File: config.mk
export PLATFORM = sky130hd
export DESIGN_NAME = json_string_unescape_utf8
export DESIGN_NICKNAME = d
export VERILOG_FILES = /design/src/rtl/jsu_pkg.sv /design/src/rtl/json_string_unescape_utf8.sv /design/src/rtl/jsu_decode.sv /design/src/rtl/jsu_drain.sv
export SDC_FILE = /design/constraint.sdc
export NUM_CORES = 1
export LEC_CHECK = 0
export ABC_AREA = 1
export BUFFER_PORTS_ARGS = -buffer_cell sky130_fd_sc_hd__buf_2
export CORE_AREA = 2 2 114 127
export CTS_BUF_LIST = sky130_fd_sc_hd__clkbuf_4 sky130_fd_sc_hd__clkbuf_8
export DETAILED_ROUTE_END_ITERATION = 7
export DIE_AREA = 0 0 116 129
export PLACE_DENSITY_LB_ADDON = 0.3
export SLEW_MARGIN = 20
export SYNTH_ARGS = -nofsm -noshare
export SYNTH_HDL_FRONTEND = slang
export SYNTH_SLANG_ARGS = --single-unit
File: constraint.sdc
create_clock -name aclk -period 4.3 [get_ports aclk]
set_input_delay 0.215 -clock aclk [delete_from_list [all_inputs] [get_ports aclk]]
set_output_delay 0.215 -clock aclk [all_outputs]
set_load 0.02 [all_outputs]
File: src/rtl/jsu_pkg.sv
// Shared types, codes and helper functions for the JSON string unescaper.
// No dependencies; every other file in rtl imports this package.
package jsu_pkg;

    typedef enum logic [2:0] {
        MODE_PLAIN,
        MODE_ESC,
        MODE_HEX1,
        MODE_WAIT_BS,
        MODE_WAIT_U,
        MODE_HEX2
    } mode_t;

    localparam logic [2:0] ST_OK         = 3'd0;
    localparam logic [2:0] ST_DONE       = 3'd1;
    localparam logic [2:0] ST_MISS_QUOTE = 3'd2;
    localparam logic [2:0] ST_BAD_HEX    = 3'd3;
    localparam logic [2:0] ST_BAD_SURR   = 3'd4;
    localparam logic [2:0] ST_BAD_ESC    = 3'd5;
    localparam logic [2:0] ST_BAD_CHAR   = 3'd6;

    localparam logic [7:0] CH_QUOTE = 8'h22;
    localparam logic [7:0] CH_BSL   = 8'h5C;
    localparam logic [7:0] CH_SLASH = 8'h2F;
    localparam logic [7:0] CH_LC_B  = 8'h62;
    localparam logic [7:0] CH_LC_F  = 8'h66;
    localparam logic [7:0] CH_LC_N  = 8'h6E;
    localparam logic [7:0] CH_LC_R  = 8'h72;
    localparam logic [7:0] CH_LC_T  = 8'h74;
    localparam logic [7:0] CH_LC_U  = 8'h75;
    localparam logic [7:0] CH_SPACE = 8'h20;

    // Decoder state carried from one request to the next.
    typedef struct packed {
        mode_t       mode;
        logic [15:0] hex_value;
        logic [1:0]  digit_count;
        logic [9:0]  high_half;
        logic [15:0] dec_len;
    } dec_state_t;

    localparam dec_state_t STATE_RESET = '{
        mode:        MODE_PLAIN,
        hex_value:   16'h0000,
        digit_count: 2'd0,
        high_half:   10'd0,
        dec_len:     16'h0000
    };

    // A group of results caused by one input byte: up to four data bytes,
    // or a single end-of-string result when is_end is set.
    typedef struct packed {
        logic            is_end;
        logic [2:0]      status;
        logic [1:0]      last_idx;
        logic [3:0][7:0] bytes;
        logic [15:0]     len_base;
    } grp_t;

    typedef struct packed {
        logic       ok;
        logic [3:0] val;
    } hex_t;

    typedef struct packed {
        logic [1:0]      last_idx;
        logic [3:0][7:0] bytes;
    } enc_t;

    function automatic hex_t hex_digit(input logic [7:0] ch);
        hex_t h;
        h.ok  = 1'b0;
        h.val = 4'd0;
        if (ch >= 8'h30 && ch <= 8'h39) begin
            h.ok  = 1'b1;
            h.val = ch[3:0];
        end else if ((ch >= 8'h41 && ch <= 8'h46) || (ch >= 8'h61 && ch <= 8'h66)) begin
            h.ok  = 1'b1;
            h.val = 4'(ch[3:0] + 4'd9);
        end
        return h;
    endfunction

    // UTF-8 encoding of a code point up to 21 bits.
    function automatic enc_t utf8_encode(input logic [20:0] u);
        enc_t e;
        e.bytes = '0;
        if (u <= 21'h7F) begin
            e.last_idx = 2'd0;
            e.bytes[0] = u[7:0];
        end else if (u <= 21'h7FF) begin
            e.last_idx = 2'd1;
            e.bytes[0] = 8'hC0 | {3'b000, u[10:6]};
            e.bytes[1] = 8'h80 | {2'b00, u[5:0]};
        end else if (u <= 21'hFFFF) begin
            e.last_idx = 2'd2;
            e.bytes[0] = 8'hE0 | {4'b0000, u[15:12]};
            e.bytes[1] = 8'h80 | {2'b00, u[11:6]};
            e.bytes[2] = 8'h80 | {2'b00, u[5:0]};
        end else begin
            e.last_idx = 2'd3;
            e.bytes[0] = 8'hF0 | {5'b00000, u[20:18]};
            e.bytes[1] = 8'h80 | {2'b00, u[17:12]};
            e.bytes[2] = 8'h80 | {2'b00, u[11:6]};
            e.bytes[3] = 8'h80 | {2'b00, u[5:0]};
        end
        return e;
    endfunction

endpackage

File: src/rtl/json_string_unescape_utf8.sv
// JSON string unescaper with UTF-8 output. The first result of a byte is registered
// and appears in the cycle after the request is accepted. One input byte per cycle
// is taken while each byte yields at most one result and m_ready is high; a byte
// yielding more holds the input while the single port drains the result register.
// Reset (aresetn, synchronous, active low) returns the decoder to plain mode with
// zero length and empties the result register.
module json_string_unescape_utf8 #(
    parameter int unsigned MAX_LEN = 65535
) (
    input  logic        aclk,
    input  logic        aresetn,
    input  logic        s_valid,
    output logic        s_ready,
    input  logic [7:0]  s_in_byte,
    output logic        m_valid,
    input  logic        m_ready,
    output logic [7:0]  m_out_byte,
    output logic        m_byte_valid,
    output logic [2:0]  m_status,
    output logic        m_last,
    output logic [15:0] m_length
);
    import jsu_pkg::*;

    localparam logic [15:0] LEN_CAP = (MAX_LEN > 65535) ? 16'hFFFF : 16'(MAX_LEN);

    dec_state_t st_reg;
    dec_state_t st_next;
    logic       emit;
    grp_t       grp;
    logic       grp_free;
    logic       accept;

    assign s_ready = grp_free;
    assign accept  = s_valid && s_ready;

    always_ff @(posedge aclk) begin
        if (!aresetn) begin
            st_reg <= STATE_RESET;
        end else if (accept) begin
            st_reg <= st_next;
        end
    end

    jsu_decode #(
        .LEN_CAP (LEN_CAP)
    ) u_decode (
        .st      (st_reg),
        .in_byte (s_in_byte),
        .st_next (st_next),
        .emit    (emit),
        .grp     (grp)
    );

    jsu_drain #(
        .LEN_CAP (LEN_CAP)
    ) u_drain (
        .aclk         (aclk),
        .aresetn      (aresetn),
        .load         (accept && emit),
        .grp_in       (grp),
        .grp_free     (grp_free),
        .m_valid      (m_valid),
        .m_ready      (m_ready),
        .m_out_byte   (m_out_byte),
        .m_byte_valid (m_byte_valid),
        .m_status     (m_status),
        .m_last       (m_last),
        .m_length     (m_length)
    );

endmodule

File: src/rtl/jsu_decode.sv
// Combinational byte decoder: next decoder state and the result group for one byte.
// Depends on jsu_pkg.
module jsu_decode #(
    parameter logic [15:0] LEN_CAP = 16'hFFFF
) (
    input  jsu_pkg::dec_state_t st,
    input  logic [7:0]          in_byte,
    output jsu_pkg::dec_state_t st_next,
    output logic                emit,
    output jsu_pkg::grp_t       grp
);
    import jsu_pkg::*;

    hex_t        hd;
    logic [15:0] hex_new;
    logic [20:0] pair_cp;
    enc_t        enc;
    logic [16:0] len_sum;

    assign hd      = hex_digit(in_byte);
    assign hex_new = {st.hex_value[11:0], hd.val};
    // Surrogate pair: the high half supplies bits 19:10, offset by 0x10000.
    assign pair_cp = {1'b0, st.high_half, hex_new[9:0]} + 21'h10000;
    assign enc     = utf8_encode((st.mode == MODE_HEX2) ? pair_cp : {5'b00000, hex_new});

    always_comb begin
        st_next      = st;
        emit         = 1'b0;
        grp.is_end   = 1'b0;
        grp.status   = ST_OK;
        grp.last_idx = 2'd0;
        grp.bytes    = '0;
        grp.len_base = st.dec_len;
        len_sum      = 17'd0;

        case (st.mode)
            MODE_PLAIN: begin
                if (in_byte == CH_QUOTE) begin
                    emit       = 1'b1;
                    grp.is_end = 1'b1;
                    grp.status = ST_DONE;
                end else if (in_byte == 8'h00) begin
                    emit       = 1'b1;
                    grp.is_end = 1'b1;
                    grp.status = ST_MISS_QUOTE;
                end else if (in_byte == CH_BSL) begin
                    st_next.mode = MODE_ESC;
                end else if (in_byte < CH_SPACE) begin
                    emit       = 1'b1;
                    grp.is_end = 1'b1;
                    grp.status = ST_BAD_CHAR;
                end else begin
                    emit         = 1'b1;
                    grp.bytes[0] = in_byte;
                end
            end
            MODE_ESC: begin
                emit         = 1'b1;
                st_next.mode = MODE_PLAIN;
                case (in_byte)
                    CH_QUOTE: grp.bytes[0] = CH_QUOTE;
                    CH_BSL:   grp.bytes[0] = CH_BSL;
                    CH_SLASH: grp.bytes[0] = CH_SLASH;
                    CH_LC_B:  grp.bytes[0] = 8'h08;
                    CH_LC_F:  grp.bytes[0] = 8'h0C;
                    CH_LC_N:  grp.bytes[0] = 8'h0A;
                    CH_LC_R:  grp.bytes[0] = 8'h0D;
                    CH_LC_T:  grp.bytes[0] = 8'h09;
                    CH_LC_U: begin
                        emit                = 1'b0;
                        st_next.mode        = MODE_HEX1;
                        st_next.hex_value   = 16'h0000;
                        st_next.digit_count = 2'd0;
                    end
                    default: begin
                        grp.is_end = 1'b1;
                        grp.status = ST_BAD_ESC;
                    end
                endcase
            end
            MODE_HEX1, MODE_HEX2: begin
                if (!hd.ok) begin
                    emit       = 1'b1;
                    grp.is_end = 1'b1;
                    grp.status = ST_BAD_HEX;
                end else begin
                    st_next.hex_value = hex_new;
                    if (st.digit_count != 2'd3) begin
                        st_next.digit_count = st.digit_count + 2'd1;
                    end else begin
                        st_next.digit_count = 2'd0;
                        if (st.mode == MODE_HEX1 && hex_new[15:10] == 6'b110110) begin
                            st_next.high_half = hex_new[9:0];
                            st_next.mode      = MODE_WAIT_BS;
                        end else if (st.mode == MODE_HEX2 && hex_new[15:10] != 6'b110111) begin
                            emit       = 1'b1;
                            grp.is_end = 1'b1;
                            grp.status = ST_BAD_SURR;
                        end else begin
                            emit         = 1'b1;
                            grp.last_idx = enc.last_idx;
                            grp.bytes    = enc.bytes;
                            st_next.mode = MODE_PLAIN;
                        end
                    end
                end
            end
            MODE_WAIT_BS: begin
                if (in_byte != CH_BSL) begin
                    emit       = 1'b1;
                    grp.is_end = 1'b1;
                    grp.status = ST_BAD_SURR;
                end else begin
                    st_next.mode = MODE_WAIT_U;
                end
            end
            MODE_WAIT_U: begin
                if (in_byte != CH_LC_U) begin
                    emit       = 1'b1;
                    grp.is_end = 1'b1;
                    grp.status = ST_BAD_SURR;
                end else begin
                    st_next.mode        = MODE_HEX2;
                    st_next.hex_value   = 16'h0000;
                    st_next.digit_count = 2'd0;
                end
            end
            default: begin
                st_next = STATE_RESET;
            end
        endcase

        // Any end of string returns the decoder to its reset state.
        if (emit && grp.is_end) begin
            st_next = STATE_RESET;
        end else if (emit) begin
            len_sum = {1'b0, st.dec_len} + {15'd0, grp.last_idx} + 17'd1;
            st_next.dec_len = (len_sum > {1'b0, LEN_CAP}) ? LEN_CAP : len_sum[15:0];
        end
    end

endmodule

File: src/rtl/jsu_drain.sv
// Result group register and the sequencer that hands out its results one per cycle while m_ready is high.
// Depends on jsu_pkg.
module jsu_drain #(
    parameter logic [15:0] LEN_CAP = 16'hFFFF
) (
    input  logic          aclk,
    input  logic          aresetn,
    input  logic          load,
    input  jsu_pkg::grp_t grp_in,
    output logic          grp_free,
    output logic          m_valid,
    input  logic          m_ready,
    output logic [7:0]    m_out_byte,
    output logic          m_byte_valid,
    output logic [2:0]    m_status,
    output logic          m_last,
    output logic [15:0]   m_length
);
    import jsu_pkg::*;

    grp_t        grp_reg;
    logic        valid_reg;
    logic        valid_next;
    logic [1:0]  idx_reg;
    logic [1:0]  idx_next;
    logic        at_last;
    logic [16:0] len_sum;

    assign at_last  = grp_reg.is_end || (idx_reg == grp_reg.last_idx);
    assign grp_free = !valid_reg || (m_ready && at_last);

    always_comb begin
        valid_next = valid_reg;
        idx_next   = idx_reg;
        if (load) begin
            valid_next = 1'b1;
            idx_next   = 2'd0;
        end else if (valid_reg && m_ready) begin
            if (at_last) begin
                valid_next = 1'b0;
            end else begin
                idx_next = idx_reg + 2'd1;
            end
        end
    end

    always_ff @(posedge aclk) begin
        if (!aresetn) begin
            valid_reg <= 1'b0;
            idx_reg   <= 2'd0;
        end else begin
            valid_reg <= valid_next;
            idx_reg   <= idx_next;
        end
    end

    always_ff @(posedge aclk) begin
        if (load) begin
            grp_reg <= grp_in;
        end
    end

    // Each data byte reports the running count with itself included.
    assign len_sum = {1'b0, grp_reg.len_base} + {15'd0, idx_reg} + 17'd1;

    assign m_valid      = valid_reg;
    assign m_byte_valid = !grp_reg.is_end;
    assign m_out_byte   = grp_reg.is_end ? 8'h00 : grp_reg.bytes[idx_reg];
    assign m_status     = grp_reg.status;
    assign m_last       = at_last;
    assign m_length     = grp_reg.is_end ? grp_reg.len_base :
                          (len_sum > {1'b0, LEN_CAP}) ? LEN_CAP : len_sum[15:0];

    a_load_when_free: assert property (@(posedge aclk) disable iff (!aresetn)
        load |-> grp_free)
        else $error("result group loaded while results still pending");

    a_group_continues: assert property (@(posedge aclk) disable iff (!aresetn)
        m_valid && m_ready && !m_last |=> m_valid && (idx_reg == $past(idx_reg) + 2'd1))
        else $error("result group cut short");

    a_end_single: assert property (@(posedge aclk) disable iff (!aresetn)
        m_valid && m_status != ST_OK |-> m_last && !m_byte_valid)
        else $error("end of string result is not a single final result");

    a_index_range: assert property (@(posedge aclk) disable iff (!aresetn)
        m_valid && !grp_reg.is_end |-> idx_reg <= grp_reg.last_idx)
        else $error("result index beyond group size");

endmodule
-- Word level (Yosys, flattened, before mapping)
Index checks and enable logic that the tools add are counted.
- flip-flop bits (word level): 100
- bits in latches: 0
- output and inout bits: 31
- word-level logic and storage cells: 183
- memory bits (writable): 0
- bits in read-only memories: 0
- memories: 0
- bitwise logic cells: 4
- equality and inequality tests: 33
- shift-type cells: 0
- reduce and logical (&&, ||, !) cells: 34
- div/mod/pow operators: 0
- mux-type cells: 74
- $mul: 0
- add/sub/neg operators: 8
- magnitude comparators: 13
- operators with widths (operator ; count):
    2-to-1 mux 16 bit ; 8
    2-to-1 mux 38 bit ; 2
    2-to-1 mux 24 bit ; 3
    one-hot mux 18 bit (4 select lines) ; 1
    2-to-1 mux 34 bit ; 2
    2-to-1 mux 8 bit ; 8
    2-to-1 mux 31 bit ; 2
    equality test 8 x 7 -> 1 bit (second input constant) ; 7
    one-hot mux 7 bit (8 select lines) ; 1
    2-to-1 mux 21 bit ; 2
    2-to-1 mux 4 bit ; 9
    adder 16 x 2 -> 17 bit ; 2
    adder 17 x 1 -> 17 bit (second input constant) ; 2
    > comparator 17 x 16 -> 1 bit (second input constant) ; 2
    2-to-1 mux 26 bit ; 1
    one-hot mux 8 bit (3 select lines) ; 1
    2-to-1 mux 22 bit ; 1
    adder 20 x 17 -> 21 bit (second input constant) ; 1
    <= comparator 21 x 11 -> 1 bit (second input constant) ; 1
    <= comparator 21 x 16 -> 1 bit (second input constant) ; 1
    <= comparator 21 x 7 -> 1 bit (second input constant) ; 1
    2-to-1 mux 3 bit ; 7
    2-to-1 mux 10 bit ; 2
    2-to-1 mux 20 bit ; 1
    other kinds (46) ; 98

-- Depth between registers and ports, before layout
- word-level depth: 24
- gate-level depth with buffers: 27
- gate-level depth less buffers: 26

-- Cells and area by module
Synthesis repeated with hierarchy kept, for this count alone.
- cells, all modules: 1221
- area, all modules: 8075.2 um^2
- by module, submodules not included (module ; sequential area each (um^2) ; cells each ; instances ; area each (um^2)):
    jsu_decode ; 0.0 ; 649 ; 1 ; 3404.5
    jsu_drain ; 1681.6 ; 272 ; 1 ; 2743.9
    json_string_unescape_utf8 ; 940.9 ; 300 ; 1 ; 1926.8

-- Worst setup path after synthesis
OpenSTA, ideal clock, no wires.
- path type: register -> register
- from: register st_reg[46] in the netlist's numbering
- to: register st_reg[10] in the netlist's numbering
- stages on the path, launching flop included: 25
- period minus slack after synthesis: 3.225 ns
- path buffers: 3
- arrival time: 3.093 ns
- path slack: 1.075 ns
- cells stage by stage: dfxtp_1 > nand3_2 > buf_4 > o21ai_2 > nand2_1 > nor2_1 > nand2_1 > nor2_1 > nand3_1 > nand2_1 > buf_4 > nor2_1 > inv_1 > ha_1 > inv_1 > fa_1 > nand2_1 > inv_1 > nand4_1 > nor2_1 > nand3_1 > clkbuf_1 > nand2_1 > nand3_1 > a21oi_1
- RTL lines (item ; line ; source):
    start: declaration ; json_string_unescape_utf8.sv:27 ; dec_state_t st_reg;
    start signal: assignment ; json_string_unescape_utf8.sv:41 ; st_reg <= st_next;

==> reports/metrics.yaml <==
status: "completed"
p_int_uw: 2330
path_clk_slew_ns: 0.10
fin_ws_ns: 0.569
sw_frac_of_total_pct: 48.0
wl_met1_um: 6990
clkPwrFrac_pct: 13.6
drc_errors: 0
grt_pass1_wl_um: 24000
seq_area_frac_synth_pct: 40.4
rsz0062_at_grt: "false"
postSynthCellCount: 838
yosysTopAreaCellShare_pct: 25.2
die_w_um: 116
grt_max_degree: 69
fin_util_pct: 48.4
combPwrFrac_pct: 49.8
setup.worst_path.class: "flip-flop to flip-flop"
wl_per_cell_um: 13.8
grt_pass1_vias: 4942
crit_top_cell: "inv_1"
clk_latency_ns: 0.37
die_h_um: 129
grt_overflow: 0
wirelength_um: 14600
yosysUniqueCellTypes: 43
synth_top_area_cell: "edfxtp_1"
pin_count: 43
critPathBufInv: 6
ctsLongestPathBuffers: 2
antenna_found_initial: 0
slowest_stage: "dfxtp_1"
ys_async_sr_fraction_pct: 0
synth_area_mm2: 0.00607
cts_root_buffer: "clkbuf_8"
die-area_mm2: 0.0150
fin_cells: 1060
dp_slack_ns: 0.361
min_period_over_period_pct: 86.8
antennaDiodeCount: 0
largest_reg_flops: 48
drt_iter0_drc: 364
numCtsBuffers: 9
synth-main-ff-cell: "edfxtp_1"
yosysWarnings: 0
slew_headroom_pct: 37.0
gp_routability_congestion: 0.976
routed.top_layer: "met4"
cts_sinks: 97
max-cap-violations: 0
setup_tns_ns: 0
power.net_switching_uw: 2140
viasPerCell: 5.13
skew_ns: 0.0174
crit_required_ns: 4.58
drtPass1Iterations: 5
hold_buffers: 0
p_leak_uw: 0.00285
max_stage_delay_ns: 0.38
peakVddDrop_mv: 0.502
dp_hpwl_um: 10700
critical-path-top-delay-family: "simple AND/OR/NAND/NOR gates"
worstPathMaxFanout: 15
r2r-start: "st_reg[45]"
hold_ws_ns: 0.262
row_count: 45
wl_met3_um: 659
max_freq_mhz: 268
vias: 5443
ys_seq_elements: 97
slew_viol_final: 0
cp-start-kind: "flip-flop"
hold_class: "input port to flip-flop"
area_growth_pct: 8.53
nets: 891
core_area_mm2: 0.0136
hold_start: "m_ready"
synth_area_leaders: "edfxtp_1, dfxtp_1, nand2_1"
avgSynthCellArea_um2: 7.25
wl_met2_um: 6720
track_usage_pct: 20.1
seqPwrFrac_pct: 36.6
worstMarginPinSlew_ns: 0.935
drive_gt1_share_pct: 11.2
setup_viol: 0
fillers: 1427
synth_fp_nets: 862
initial_core_util_pct: 44.6
finalHoldViolCount: 0
cp_cell_sequence: "inv_2 > nand3_2 > inv_2 > or2_2 > o21ai_0 > nand4_1 > nand2_1 > inv_1 > nor2_1 > inv_1 > ha_1 > inv_1 > fa_1 > nand2_1 > inv_1 > nand4_1 > nor2_1 > nand3_2 > o21ai_0 > nand3_1 > a21oi_1"
cts_tree: "done"
io_buffers: 42
startpoint: "st_reg[45]"
ant_nets: 0
synth-edff-count: 51
placed_cells: 1044
critPathArrivalTime_ns: 4.01
layout_commonest_cell: "nand2_1"
final_cell_mix: "nand2_1, nor2_1, inv_1"
endpoint_kind: "flip-flop"
fin_crit_ns: 3.73
cellPowerDensity_mw_per_mm2: 678
cts_max_level: 3
## power by group through the flow
stage / combinational (µW) / clock (µW) / sequential, µW
final: 2230 / 608 / 1640
after CTS: 2220 / 623 / 1630
after detailed placement: 2210 / 0 / 1650
after global placement: 2200 / 0 / 1640
after global routing: 2480 / 650 / 1670
after floorplan: 1790 / 0 / 1570
## worst reg2reg max path, delay by kind of cell, from the launching register on
kind,cells,cell delay (ns)
AOI/OAI and AO/OA,3,0.49
DFF,1,0.38
adders and majority gates,2,0.36
buffers and inverters,6,0.57
and+or+nand+nor,10,1.87
## Yosys cell counts (2+ instances only)
cell	count
nand2_1	194
nor2_1	114
inv_1	99
nand3_1	62
a21oi_1	56
edfxtp_1	51
o21ai_0	49
dfxtp_1	46
nand4_1	21
xor2_1	19
a31oi_1	11
clkbuf_1	11
buf_4	10
ha_1	10
nand2_2	8
buf_2	7
nor3_1	7
nand3_2	6
o22ai_1	6
xnor2_1	6
nor2_2	5
inv_2	4
nand3b_1	4
buf_6	3
nor4_1	3
o211ai_1	3
a211oi_1	2
fa_1	2
nor2_4	2
o2111ai_1	2
o21ai_1	2
or2_2	2
## what timing repair did
item / 4_1_cts / 5_1_grt
buffers inserted: 0 / 0
setup endpoints to repair: 0 / 15
resized for setup: 0 / 2
## final cells by class
| class | count | area (µm²) | area share, % |
|---|---|---|---|
| Clock inverter | 6 | 65.1 | 0.987 |
| Tap cell | 188 | 235 | 3.57 |
| Inverter | 104 | 390 | 5.92 |
| Timing Repair Buffer | 50 | 270 | 4.10 |
| Clock buffer | 10 | 131 | 1.99 |
| Sequential cell | 97 | 2450 | 37.2 |
| Multi-Input combinational cell | 605 | 3050 | 46.2 |
## final timing paths
kind                     end  slack [ns]  cells after the start
max                st_reg[2]        0.57                     21
min          u_drain.m_valid        0.26                      4
max reg2reg        st_reg[2]        0.57                     21
min reg2reg       st_reg[27]        0.48                      2
## metal layers
metal	vias up	GRT usage, %
li1	2815	-
met3	17	3.91
met4	0	5.32
met5	-	0
met1	2471	27.2
met2	140	33.1
## through the flow
step	instance area (µm²)	power, µW
after floorplan	6070	3360
after global placement	6390	3850
after detailed placement	6390	3860
after CTS	6590	4470
after global routing	6590	4810
final	6590	4470
## kinds of logic (layout without fill, tap and decap cells)
family | Yosys count | in the layout | synth area share [%]
simple gates | 432 | 432 | 31.5
compound gates | 136 | 136 | 12.3
buf+inv | 136 | 170 | 9.54
flops | 97 | 97 | 40.4
xor+xnor | 25 | 25 | 3.60
fa+ha+maj | 12 | 12 | 2.72
(Power assumes the default switching activity.)
